### config.mk
export PLATFORM = sky130hd
export DESIGN_NAME = ltbl_ctrl
export DESIGN_NICKNAME = d
export VERILOG_FILES = /design/src/rtl/ltbl_pkg.sv /design/src/rtl/ltbl_ctrl.sv
export SDC_FILE = /design/constraint.sdc
export NUM_CORES = 1
export LEC_CHECK = 0
export BUFFER_PORTS_ARGS = -buffer_cell sky130_fd_sc_hd__buf_2
export CAP_MARGIN = 20
export CORE_MARGIN = 10
export CORE_UTILIZATION = 35
export DETAILED_ROUTE_END_ITERATION = 8
export MAX_ROUTING_LAYER = met4
export PLACE_DENSITY_LB_ADDON = 0.05
export SLEW_MARGIN = 25
export SYNTH_ARGS = -nofsm -noshare
export SYNTH_HDL_FRONTEND = slang
export SYNTH_SLANG_ARGS = --single-unit
### constraint.sdc
create_clock -name clk -period 3.4 [get_ports clk]
set_clock_uncertainty 0.2 [all_clocks]
set_input_delay 0.85 -clock clk [delete_from_list [all_inputs] [get_ports clk]]
set_output_delay 0.85 -clock clk [all_outputs]
set_load 0.03 [all_outputs]
### src/rtl/ltbl_pkg.sv
// Line-table lookup package: field widths, operation codes, controller states
// and the command/status structs between controller and datapath.
// No dependencies.
package ltbl_pkg;

  localparam int TABLE_DEPTH_DEF = 256;
  localparam int CFG_W   = 9;
  localparam int IDX_W   = 8;
  localparam int OFS_W   = 16;
  localparam int LINE_W  = 24;

  localparam logic OP_WRITE  = 1'b0;
  localparam logic OP_LOOKUP = 1'b1;

  typedef enum logic [6:0] {
    ST_IDLE    = 7'b0000001,
    ST_CHECK   = 7'b0000010,
    ST_EVAL    = 7'b0000100,
    ST_WALK_RD = 7'b0001000,
    ST_WALK_EV = 7'b0010000,
    ST_LINE_RD = 7'b0100000,
    ST_DONE    = 7'b1000000
  } state_t;

  typedef struct packed {
    logic write;     // store the entry on the input ports
    logic init;      // load query and search bounds
    logic probe;     // read entries mid and mid+1, latch mid
    logic upd_high;  // high = mid - 1
    logic upd_low;   // low = mid + 1
    logic walk_dec;  // mid = mid - 1
  } cmd_t;

  typedef struct packed {
    logic search_open;  // low <= high
    logic probe_gt;     // offset[mid] > query
    logic probe_lt;     // offset[mid] < query
    logic stop_next;    // mid < n-1 and offset[mid+1] >= query
    logic walk_more;    // mid > 0 and offset[mid] >= query
  } status_t;

endpackage

### src/rtl/ltbl_ctrl.sv
// Line-table lookup controller: issues table writes and sequences the binary
// search, backward walk and line read. Depends on ltbl_pkg.
module ltbl_ctrl (
  input  logic             clk,
  input  logic             rst_n,
  input  logic             start,
  input  logic             in_operation,
  input  ltbl_pkg::status_t sts,
  output ltbl_pkg::cmd_t   cmd,
  output logic             busy,
  output logic             out_valid
);
  import ltbl_pkg::*;

  state_t state_r, state_nxt;
  logic   accept;

  assign accept = start && (state_r == ST_IDLE);

  always_comb begin
    state_nxt = state_r;
    cmd       = '0;
    unique case (state_r)
      ST_IDLE: begin
        if (accept && in_operation == OP_LOOKUP) begin
          cmd.init  = 1'b1;
          state_nxt = ST_CHECK;
        end else if (accept) begin
          cmd.write = 1'b1;
        end
      end
      ST_CHECK: begin
        if (sts.search_open) begin
          cmd.probe = 1'b1;
          state_nxt = ST_EVAL;
        end else begin
          state_nxt = ST_WALK_RD;
        end
      end
      ST_EVAL: begin
        if (sts.probe_gt) begin
          cmd.upd_high = 1'b1;
          state_nxt    = ST_CHECK;
        end else if (sts.probe_lt && !sts.stop_next) begin
          cmd.upd_low = 1'b1;
          state_nxt   = ST_CHECK;
        end else begin
          state_nxt = ST_WALK_RD;
        end
      end
      ST_WALK_RD: state_nxt = ST_WALK_EV;
      ST_WALK_EV: begin
        if (sts.walk_more) begin
          cmd.walk_dec = 1'b1;
          state_nxt    = ST_WALK_RD;
        end else begin
          state_nxt = ST_LINE_RD;
        end
      end
      ST_LINE_RD: state_nxt = ST_DONE;
      ST_DONE:    state_nxt = ST_IDLE;
      default:    state_nxt = ST_IDLE;
    endcase
  end

  always_ff @(posedge clk) begin
    if (!rst_n) begin
      state_r <= ST_IDLE;
    end else begin
      state_r <= state_nxt;
    end
  end

  assign busy      = (state_r != ST_IDLE);
  assign out_valid = (state_r == ST_DONE);

  a_lookup_goes_busy: assert property (@(posedge clk) disable iff (!rst_n)
    (start && !busy && in_operation == OP_LOOKUP) |=> busy)
    else $error("lookup accepted but block not busy");

  a_write_stays_idle: assert property (@(posedge clk) disable iff (!rst_n)
    (start && !busy && in_operation == OP_WRITE) |=> !busy)
    else $error("write beat left the block busy");

  a_result_ends_lookup: assert property (@(posedge clk) disable iff (!rst_n)
    out_valid |=> !busy && !out_valid)
    else $error("result strobe not followed by idle");

  a_single_command: assert property (@(posedge clk) disable iff (!rst_n)
    $onehot0(cmd))
    else $error("more than one datapath command at once");

endmodule

After elaboration in Yosys (flattened, before gate mapping)
Cells that the tools add are included.

cells by class
  equal/unequal tests = 9
  mux-type cells = 18
  reductions and logical operators = 4

operators with widths
  kind                                                                     count
  7-bit case mux with 6 select lines                                       1
  7-bit two-way mux                                                        2
  1-bit two-way mux                                                        10
  4-bit two-way mux                                                        2
  7-bit by 1-bit equality test with 1-bit output, second input constant    1
  7-bit by 2-bit equality test with 1-bit output, second input constant    1
  7-bit by 3-bit equality test with 1-bit output, second input constant    1
  7-bit by 4-bit equality test with 1-bit output, second input constant    1
  7-bit by 5-bit equality test with 1-bit output, second input constant    1
  7-bit by 6-bit equality test with 1-bit output, second input constant    1
  7-bit equality test, second input constant                               1
  7-bit by 1-bit inequality test with 1-bit output, second input constant  1
  6-bit two-way mux                                                        1
  2-bit two-way mux                                                        2
  1-bit logical AND                                                        3
  2-bit by 1-bit inequality test with 1-bit output, second input constant  1
  1-bit zero test                                                          1

word-level totals
  register bits after elaboration = 7
  input bits = 9
  output and inout port bits = 8
  logic and storage cells = 32

Longest topological paths before layout
Gate-level depths: netlist (run 1).

  depth in word-level cells = 5
  depth in mapped cells = 4
  depth with buffers taken out = 3

Worst setup path before layout (run 1)
Ideal clock, no wire load.

  path type = input -> output
  start point = in sts[1] (netlist name)
  end point = out cmd[1] (netlist name)
  arrival time = 1.645 ns
  data required time = 2.350 ns
  setup slack = 0.705 ns
  stages = 2
  path buffers = 0
  path through = nand2b_1 > nor3_1

RTL lines
  element      line            RTL
  from (decl)  ltbl_ctrl.sv:8  input ltbl_pkg::status_t sts,
  to (decl)    ltbl_ctrl.sv:9  output ltbl_pkg::cmd_t cmd,

==> results of run 1 <==
-- area by class of cell --
type / count / area, um2
Multi-Input combinational cell: 42 / 339.1
Tap cell: 15 / 18.77
Inverter: 1 / 3.754
Clock buffer: 4 / 26.28
Fill cell: 141 / 725.7
Sequential cell: 7 / 140.1
Timing Repair Buffer: 16 / 80.08
-- through the flow --
stage | hold slack [ps] | std cells | utilization (%) | power [mW]
4_1_cts | 366.0 | 85 | 45.59 | 0.2752
3_3_place_gp | 353.6 | 81 | 43.62 | 0.2013
2_1_floorplan | 314.2 | 52 | - | 0.1747
3_5_place_dp | 347.5 | 81 | 43.62 | 0.1999
5_1_grt | 407.6 | 85 | 45.59 | 0.2880
6_report | 369.6 | 85 | 45.59 | 0.2709
-- cells in the mapped netlist, types with 2 or more instances --
library cell | instances | share of area (%)
a21oi_1 | 2 | 2.0
dfxtp_1 | 7 | 28
nand2_1 | 5 | 3.7
nand2b_1 | 2 | 2.5
nor2_1 | 2 | 1.5
nor2b_1 | 3 | 3.7
nor3_1 | 2 | 2.0
nor3b_2 | 2 | 5.0
nor4_2 | 2 | 5.0
o211ai_1 | 3 | 4.5
xor2_1 | 2 | 3.5
-- tightest hold or removal path, delay by kind of cell (launching register included) --
kind | cells | cell delay, ps
flops | 1 | 390
simple gates | 2 | 130
-- layout by cell type (no fill, tap or decap), drive strengths merged --
master | netlist | layout
buf | 2 | 16
dfxtp | 7 | 7
nand2 | 6 | 6
clkbuf | 0 | 4
nor4 | 4 | 4
nor2b | 3 | 3
o211ai | 3 | 3
nor2 | 3 | 3
nor3 | 3 | 3
nor3b | 3 | 3
nand2b | 2 | 2
a21oi | 2 | 2
xor2 | 2 | 2
nand3 | 2 | 2
and4 | 1 | 1
and3 | 1 | 1
and4b | 1 | 1
and3b | 1 | 1
nand4b | 1 | 1
inv | 1 | 1
a41o | 1 | 1
o21ai | 1 | 1
a31o | 1 | 1
nor4b | 1 | 1
-- power groups by stage --
stage	combinational (mW)	clock [mW]	sequential, mW
floorplan	0.0747	0	0.100
CTS	0.0985	0.0761	0.101
global placement	0.0987	0	0.103
detailed placement	0.0980	0	0.102
global route	0.107	0.0791	0.102
finish	0.0967	0.0734	0.101
-- worst min-delay path by stage --
stage / start / end / slack (ps) / depth (start not counted)
final: state_r[5]$_SDFFE_PN0P_ / state_r[6]$_SDFFE_PN0P_ / 370 / 2
after global routing: state_r[5]$_SDFFE_PN0P_ / state_r[6]$_SDFFE_PN0P_ / 410 / 2
after CTS: state_r[5]$_SDFFE_PN0P_ / state_r[6]$_SDFFE_PN0P_ / 370 / 2
after detailed placement: state_r[5]$_SDFFE_PN0P_ / state_r[6]$_SDFFE_PN0P_ / 350 / 2
after global placement: state_r[5]$_SDFFE_PN0P_ / state_r[6]$_SDFFE_PN0P_ / 350 / 2
after floorplan: state_r[5]$_SDFFE_PN0P_ / state_r[6]$_SDFFE_PN0P_ / 310 / 2
-- cells by family (layout without fill, tap and decap cells) --
kind of cell	after synthesis	after routing	share of synthesized area (%)
XOR/XNOR	2	2	3.492
buffers and inverters	3	21	4.488
AND/OR/NAND/NOR	32	32	50.63
flip-flops	7	7	27.93
AO/OA/AOI/OAI	8	8	13.47
-- metal layers --
metal  up-vias  wire length (um)  part of all wire [%]
met5         -                 0                     0
met4         0                 0                     0
met3         0               131                    12
met1       193               517                    47
li1        232                 -                     -
met2        15               454                    41
==> results.tsv, run 1 <==
stage	metric	value	unit
clocking	CTS Sinks	7	
cells_and_area	top flop regs	state_r x7	
place	dpl ws	916.8	ps
worst_setup_path	crit path capture	cmd[5]	
synth	syn avg cell area	9.649	um2
min_path	Worst Hold Class	reg -> reg	
timing	final hold vios	0	
power_and_ir_drop	NetSw	0.1019	mW
routing	Detailed Route WL	1102	um
grt	initial antenna violation count	0	
clocking	TritonCTS clock tree	done	
worst_setup_path	slowest cell delay on critical path	390	ps
cells_and_area	layout cells sized above 1	42.86	%
power_and_ir_drop	switch share	37.61	%
worst_setup_path	Worst Path Required	2350	ps
power_and_ir_drop	power per standard cell area	445.5	nW/um2
floorplanning	area of the core	1334	um2
routing	1st-iter DRT viols	9	
worst_setup_path	cell-by-cell trace of the critical path	nor3_4, nand3_2, nor3b_2, buf_2	
timing	Sum Neg Setup Slack	0	ps
grt	global route hottest layer	met2	
timing	min cycle time layout	2624	ps
run	maxcap violations	0	
routing	DR vias/cell	5.176	
grt	first-pass GRT wire length	1869	um
clocking	Root Driver	clkbuf_4	
floorplanning	initial core utilization	37.62	%
floorplanning	row count	13	
synth	Warnings, synthesis	0	
worst_setup_path	reg2reg end	state_r[0]$_SDFFE_PN1P_	
cells_and_area	number of flip-flops in the largest register	7	
grt	GRT Util Overall	6.897	%
grt	vias in the first global route	442	
place	Placer Congestion	0.7193	
worst_setup_path	setup slack on the worst flop-to-flop path	1920	ps
grt	largest net degree at the start of global routing	9	
timing	final count of negative-setup-slack endpoints	0	
synth	Cells after Synth	52	
clocking	# Post-CTS Setup Buffers	0	
worst_setup_path	beginning of the critical path	state_r[5]$_SDFFE_PN0P_	
timing	Final period util	77.18	%
clocking	Worst-Skew Late Latency	240	ps
worst_setup_path	data arrival at the endpoint of the critical path	1570	ps
synth	Post-synth EDFFs	0	
cells_and_area	Most flops, register	state_r	
clocking	hold_buf cts	0	
worst_setup_path	Crit-path slowest cell	dfxtp_1	
grt	Congestion Overflow GR	0	
worst_setup_path	Buf/Inv on CP	1	
clocking	Reg clk slew, reported paths	50	ps
clocking	Num CTS Buffers	3	
routing	first drt pass iteration count	4	
routing	WL per Instance	12.96	um
cells_and_area	fin nets	80	
worst_setup_path	crit path kind	reg -> out	
floorplanning	I/O pin cnt	17	
worst_setup_path	top cell family by delay on the critical path	simple AND/OR/NAND/NOR gates	
floorplanning	Die Ht	57.86	um
worst_setup_path	crit path max fanout	7	
power_and_ir_drop	sequential fraction of design power	37.2	%
timing	fmax	0.3811	GHz
worst_setup_path	RR Startpoint	state_r[4]$_SDFFE_PN0P_	
floorplanning	die width	57.86	um
power_and_ir_drop	clock share of power	27.1	%
routing	final antenna-violating net count	0	
place	Placed Area	581.8	um2
cells_and_area	n_diodes	0	
clocking	PostCTS Resize Cnt	0	
power_and_ir_drop	Logic pwr share	35.7	%
place	I/O Buffers	16	
synth	post-synthesis register bit count	7	
routing	DR vias	440	
grt	met3 Track Usage GR	3.922	%
power_and_ir_drop	maximum VDD drop	0.1749	mV
power_and_ir_drop	Internal Pwr Total	0.1690	mW
worst_setup_path	R2R depth	3	
routing	DR DRC count	0	
worst_setup_path	critical path depth	4	
synth	Primary FF master, synth	dfxtp_1	
timing	final setup margin	775.8	ps
timing	Least-Margin Pin Slew	343.3	ps
synth	post-synth design cell area	501.7	um2
synth	FFs w/ async S/R, synth	0	%
power_and_ir_drop	P_leak	0.2618	nW
synth	post-synth cell types	31	
outcome	status	completed	
worst_setup_path	crit end category	output port	
timing	RSZ-0062 raised after global routing	no	
grt	global routing usage on met1	8.495	%
timing	Slew HR	77.08	%
grt	met2 Use GR	9.202	%
synth	Syn Nets	61	
place	DP HPWL	898.9	um
clocking	clk buf depth	2	
clocking	H-tree depth	1	
timing	Pins Over Slew Limit	0	
floorplanning	die area	3348	um2
worst_setup_path	critical path launch point type	register	
cells_and_area	Syn-to-layout area delta	21.20	%
cells_and_area	final instance area	608.1	um2
synth	post-synthesis sequential area ratio	27.93	%
Power figures use the tool's default switching activity.
==> run 2: changes to the inputs <==
clock period = 2.3 ns   (was 3.4 ns; I/O delays follow)
==> results.tsv, run 2 (same netlist as run 1, synthesis figures left out) <==
stage	metric	value	unit	change
outcome	status	completed		
clocking	CTS Sinks	7		unchanged
place	DP HPWL	970.6	um	+8.0%
power_and_ir_drop	NetSw	0.1543	mW	+51%
clocking	TritonCTS clock tree	done		
floorplanning	row count	13		unchanged
power_and_ir_drop	clock share of power	24.8	%	-2.3 points
routing	Highest Signal Layer	met4		
worst_setup_path	Crit-path slowest cell	nor4_4		
grt	vias in the first global route	449		+1.6%
power_and_ir_drop	switch share	36.52	%	-1.1 points
worst_setup_path	top cell family by delay on the critical path	simple AND/OR/NAND/NOR gates		
timing	final count of negative-setup-slack endpoints	0		unchanged
cells_and_area	number of flip-flops in the largest register	7		unchanged
routing	first drt pass iteration count	4		unchanged
worst_setup_path	slowest cell delay on critical path	360	ps	-30 ps
floorplanning	I/O pin cnt	17		unchanged
floorplanning	die width	57.86	um	unchanged
clocking	Root Driver	clkbuf_4		
worst_setup_path	cell-by-cell trace of the critical path	nor4_4, buf_4, and3_1, buf_2		
cells_and_area	top flop regs	state_r x7		
grt	largest net degree at the start of global routing	9		unchanged
worst_setup_path	Worst Path Required	1520	ps	-830 ps
grt	Congestion Overflow GR	0		unchanged
power_and_ir_drop	sequential fraction of design power	35.8	%	-1.4 points
cells_and_area	FILL cells	139		-1.4%
clocking	Reg clk slew, reported paths	50	ps	about the same
timing	fmax	0.4498	GHz	
place	I/O Buffers	16		unchanged
timing	Least-Margin Pin Slew	406.0	ps	+62.71 ps
worst_setup_path	critical path launch point type	register		
routing	DR vias	455		+3.4%
routing	final antenna-violating net count	0		unchanged
cells_and_area	fin nets	84		+5.0%
routing	1st-iter DRT viols	7		-2
cells_and_area	non-filler instance count after layout	89		+4.7%
cells_and_area	Syn-to-layout area delta	34.16	%	
worst_setup_path	crit end category	output port		
clocking	H-tree depth	1		unchanged
power_and_ir_drop	Internal Pwr Total	0.2682	mW	+59%
worst_setup_path	data arrival at the endpoint of the critical path	1450	ps	-120 ps
min_path	Hold Path Origin	state_r[2]$_SDFFE_PN0P_		
min_path	Worst Hold Class	reg -> reg		
worst_setup_path	crit path max fanout	4		-3
worst_setup_path	beginning of the critical path	state_r[6]$_SDFFE_PN0P_		
run	maxcap violations	0		unchanged
routing	DR vias/cell	5.112		-1.2%
worst_setup_path	RR Startpoint	state_r[4]$_SDFFE_PN0P_		
grt	first-pass GRT wire length	1945	um	+4.1%
place	Placer Congestion	0.6902		-4.0%
timing	Sum Neg Setup Slack	0	ps	unchanged
routing	met2 wire len	493	um	+8.6%
power_and_ir_drop	maximum VDD drop	0.2911	mV	+66%
worst_setup_path	crit path kind	reg -> out		
timing	Final period util	96.67	%	
timing	final hold vios	0		unchanged
cells_and_area	Most flops, register	state_r		
timing	min cycle time layout	2223	ps	
clocking	hold_buf cts	0		unchanged
routing	Detailed Route WL	1186	um	+7.6%
cells_and_area	fin util	50.47	%	+4.9 points
power_and_ir_drop	power per standard cell area	627.6	nW/um2	+41%
timing	Slew HR	72.90	%	-4.2 points
floorplanning	area of the core	1334	um2	unchanged
clocking	Worst-Skew Late Latency	240	ps	about the same
timing	WHS	319.6	ps	-50.09 ps
worst_setup_path	Buf/Inv on CP	2		+1
routing	wire length on met1	587	um	+14%
floorplanning	Die Ht	57.86	um	unchanged
cells_and_area	layout cells sized above 1	52.70	%	+9.8 points
cells_and_area	commonest non-fill, non-tap cell in the layout	buf_2		
clocking	Num CTS Buffers	3		unchanged
power_and_ir_drop	Logic pwr share	39.4	%	+3.7 points
place	post-placement cell count	83		+2.5%
clocking	clk buf depth	2		unchanged
timing	Pins Over Slew Limit	0		unchanged
cells_and_area	most frequent cells in the layout	12 x buf_2, 6 x buf_4, 5 x nand2_1, 5 x clkbuf_4, 4 x dfxtp_1		
grt	GRT Util Overall	7.252	%	+0.36 points
cells_and_area	n_diodes	0		unchanged
power_and_ir_drop	P_leak	0.2824	nW	+7.9%
floorplanning	die area	3348	um2	unchanged
routing	WL met3	99	um	-24%
routing	DR DRC count	0		unchanged
grt	initial antenna violation count	0		unchanged
routing	WL per Instance	13.33	um	+2.8%
floorplanning	initial core utilization	37.62	%	unchanged
[run 2: cell count changes in the layout (fill, tap and decap cells not counted), sizes merged]
cell / before / now
clkbuf: 4 / 6
buf: 16 / 18
[run 2: cell type report]
| type | count | area (um2) | share of cell area (%) |
|---|---|---|---|
| Multi-Input combinational cell | 42 | 360.3 | 53.53 |
| Sequential cell | 7 | 143.9 | 21.38 |
| Timing Repair Buffer | 20 | 120.1 | 17.84 |
| Clock buffer | 4 | 26.28 | 3.903 |
| Tap cell | 15 | 18.77 | 2.788 |
| Inverter | 1 | 3.754 | 0.5576 |
[run 2: through the flow]
step                cell area [um2]  power [mW]  worst slack (ps)
CTS                           623.1      0.4047             28.61
floorplan                     501.7      0.2583             9.105
finish                        673.1      0.4225             76.54
global route                  673.1      0.4503            -2.659
global placement              596.8      0.2974             271.8
detailed placement            596.8      0.2978             245.5
[run 2: what timing repair did]
item,in CTS,in global routing
buffers inserted,0,2
hold endpoints to repair,0,0
pin swaps,1,3
resized for setup,0,12
setup endpoints to repair,1,4
[run 2: final timing paths]
check | to | slack, ps | depth (start not counted)
max | cmd[2] | 80 | 4
min | state_r[6]$_SDFFE_PN0P_ | 320 | 1
min reg2reg | state_r[6]$_SDFFE_PN0P_ | 320 | 1
max reg2reg | state_r[0]$_SDFFE_PN1P_ | 850 | 3
[run 2: power groups by stage]
| stage | clock network, mW | logic (mW) | registers, mW |
|---|---|---|---|
| after floorplan | 0 | 0.110 | 0.148 |
| after global placement | 0 | 0.146 | 0.151 |
| after detailed placement | 0 | 0.146 | 0.151 |
| after CTS | 0.109 | 0.147 | 0.148 |
| after global routing | 0.117 | 0.180 | 0.153 |
| final | 0.105 | 0.167 | 0.151 |
[run 2: routing by layer]
metal	GRT usage, %	vias to the layer above
li1	-	238
met1	9.091	194
met2	9.816	21
met3	3.704	2
met4	2.013	0
met5	-	-
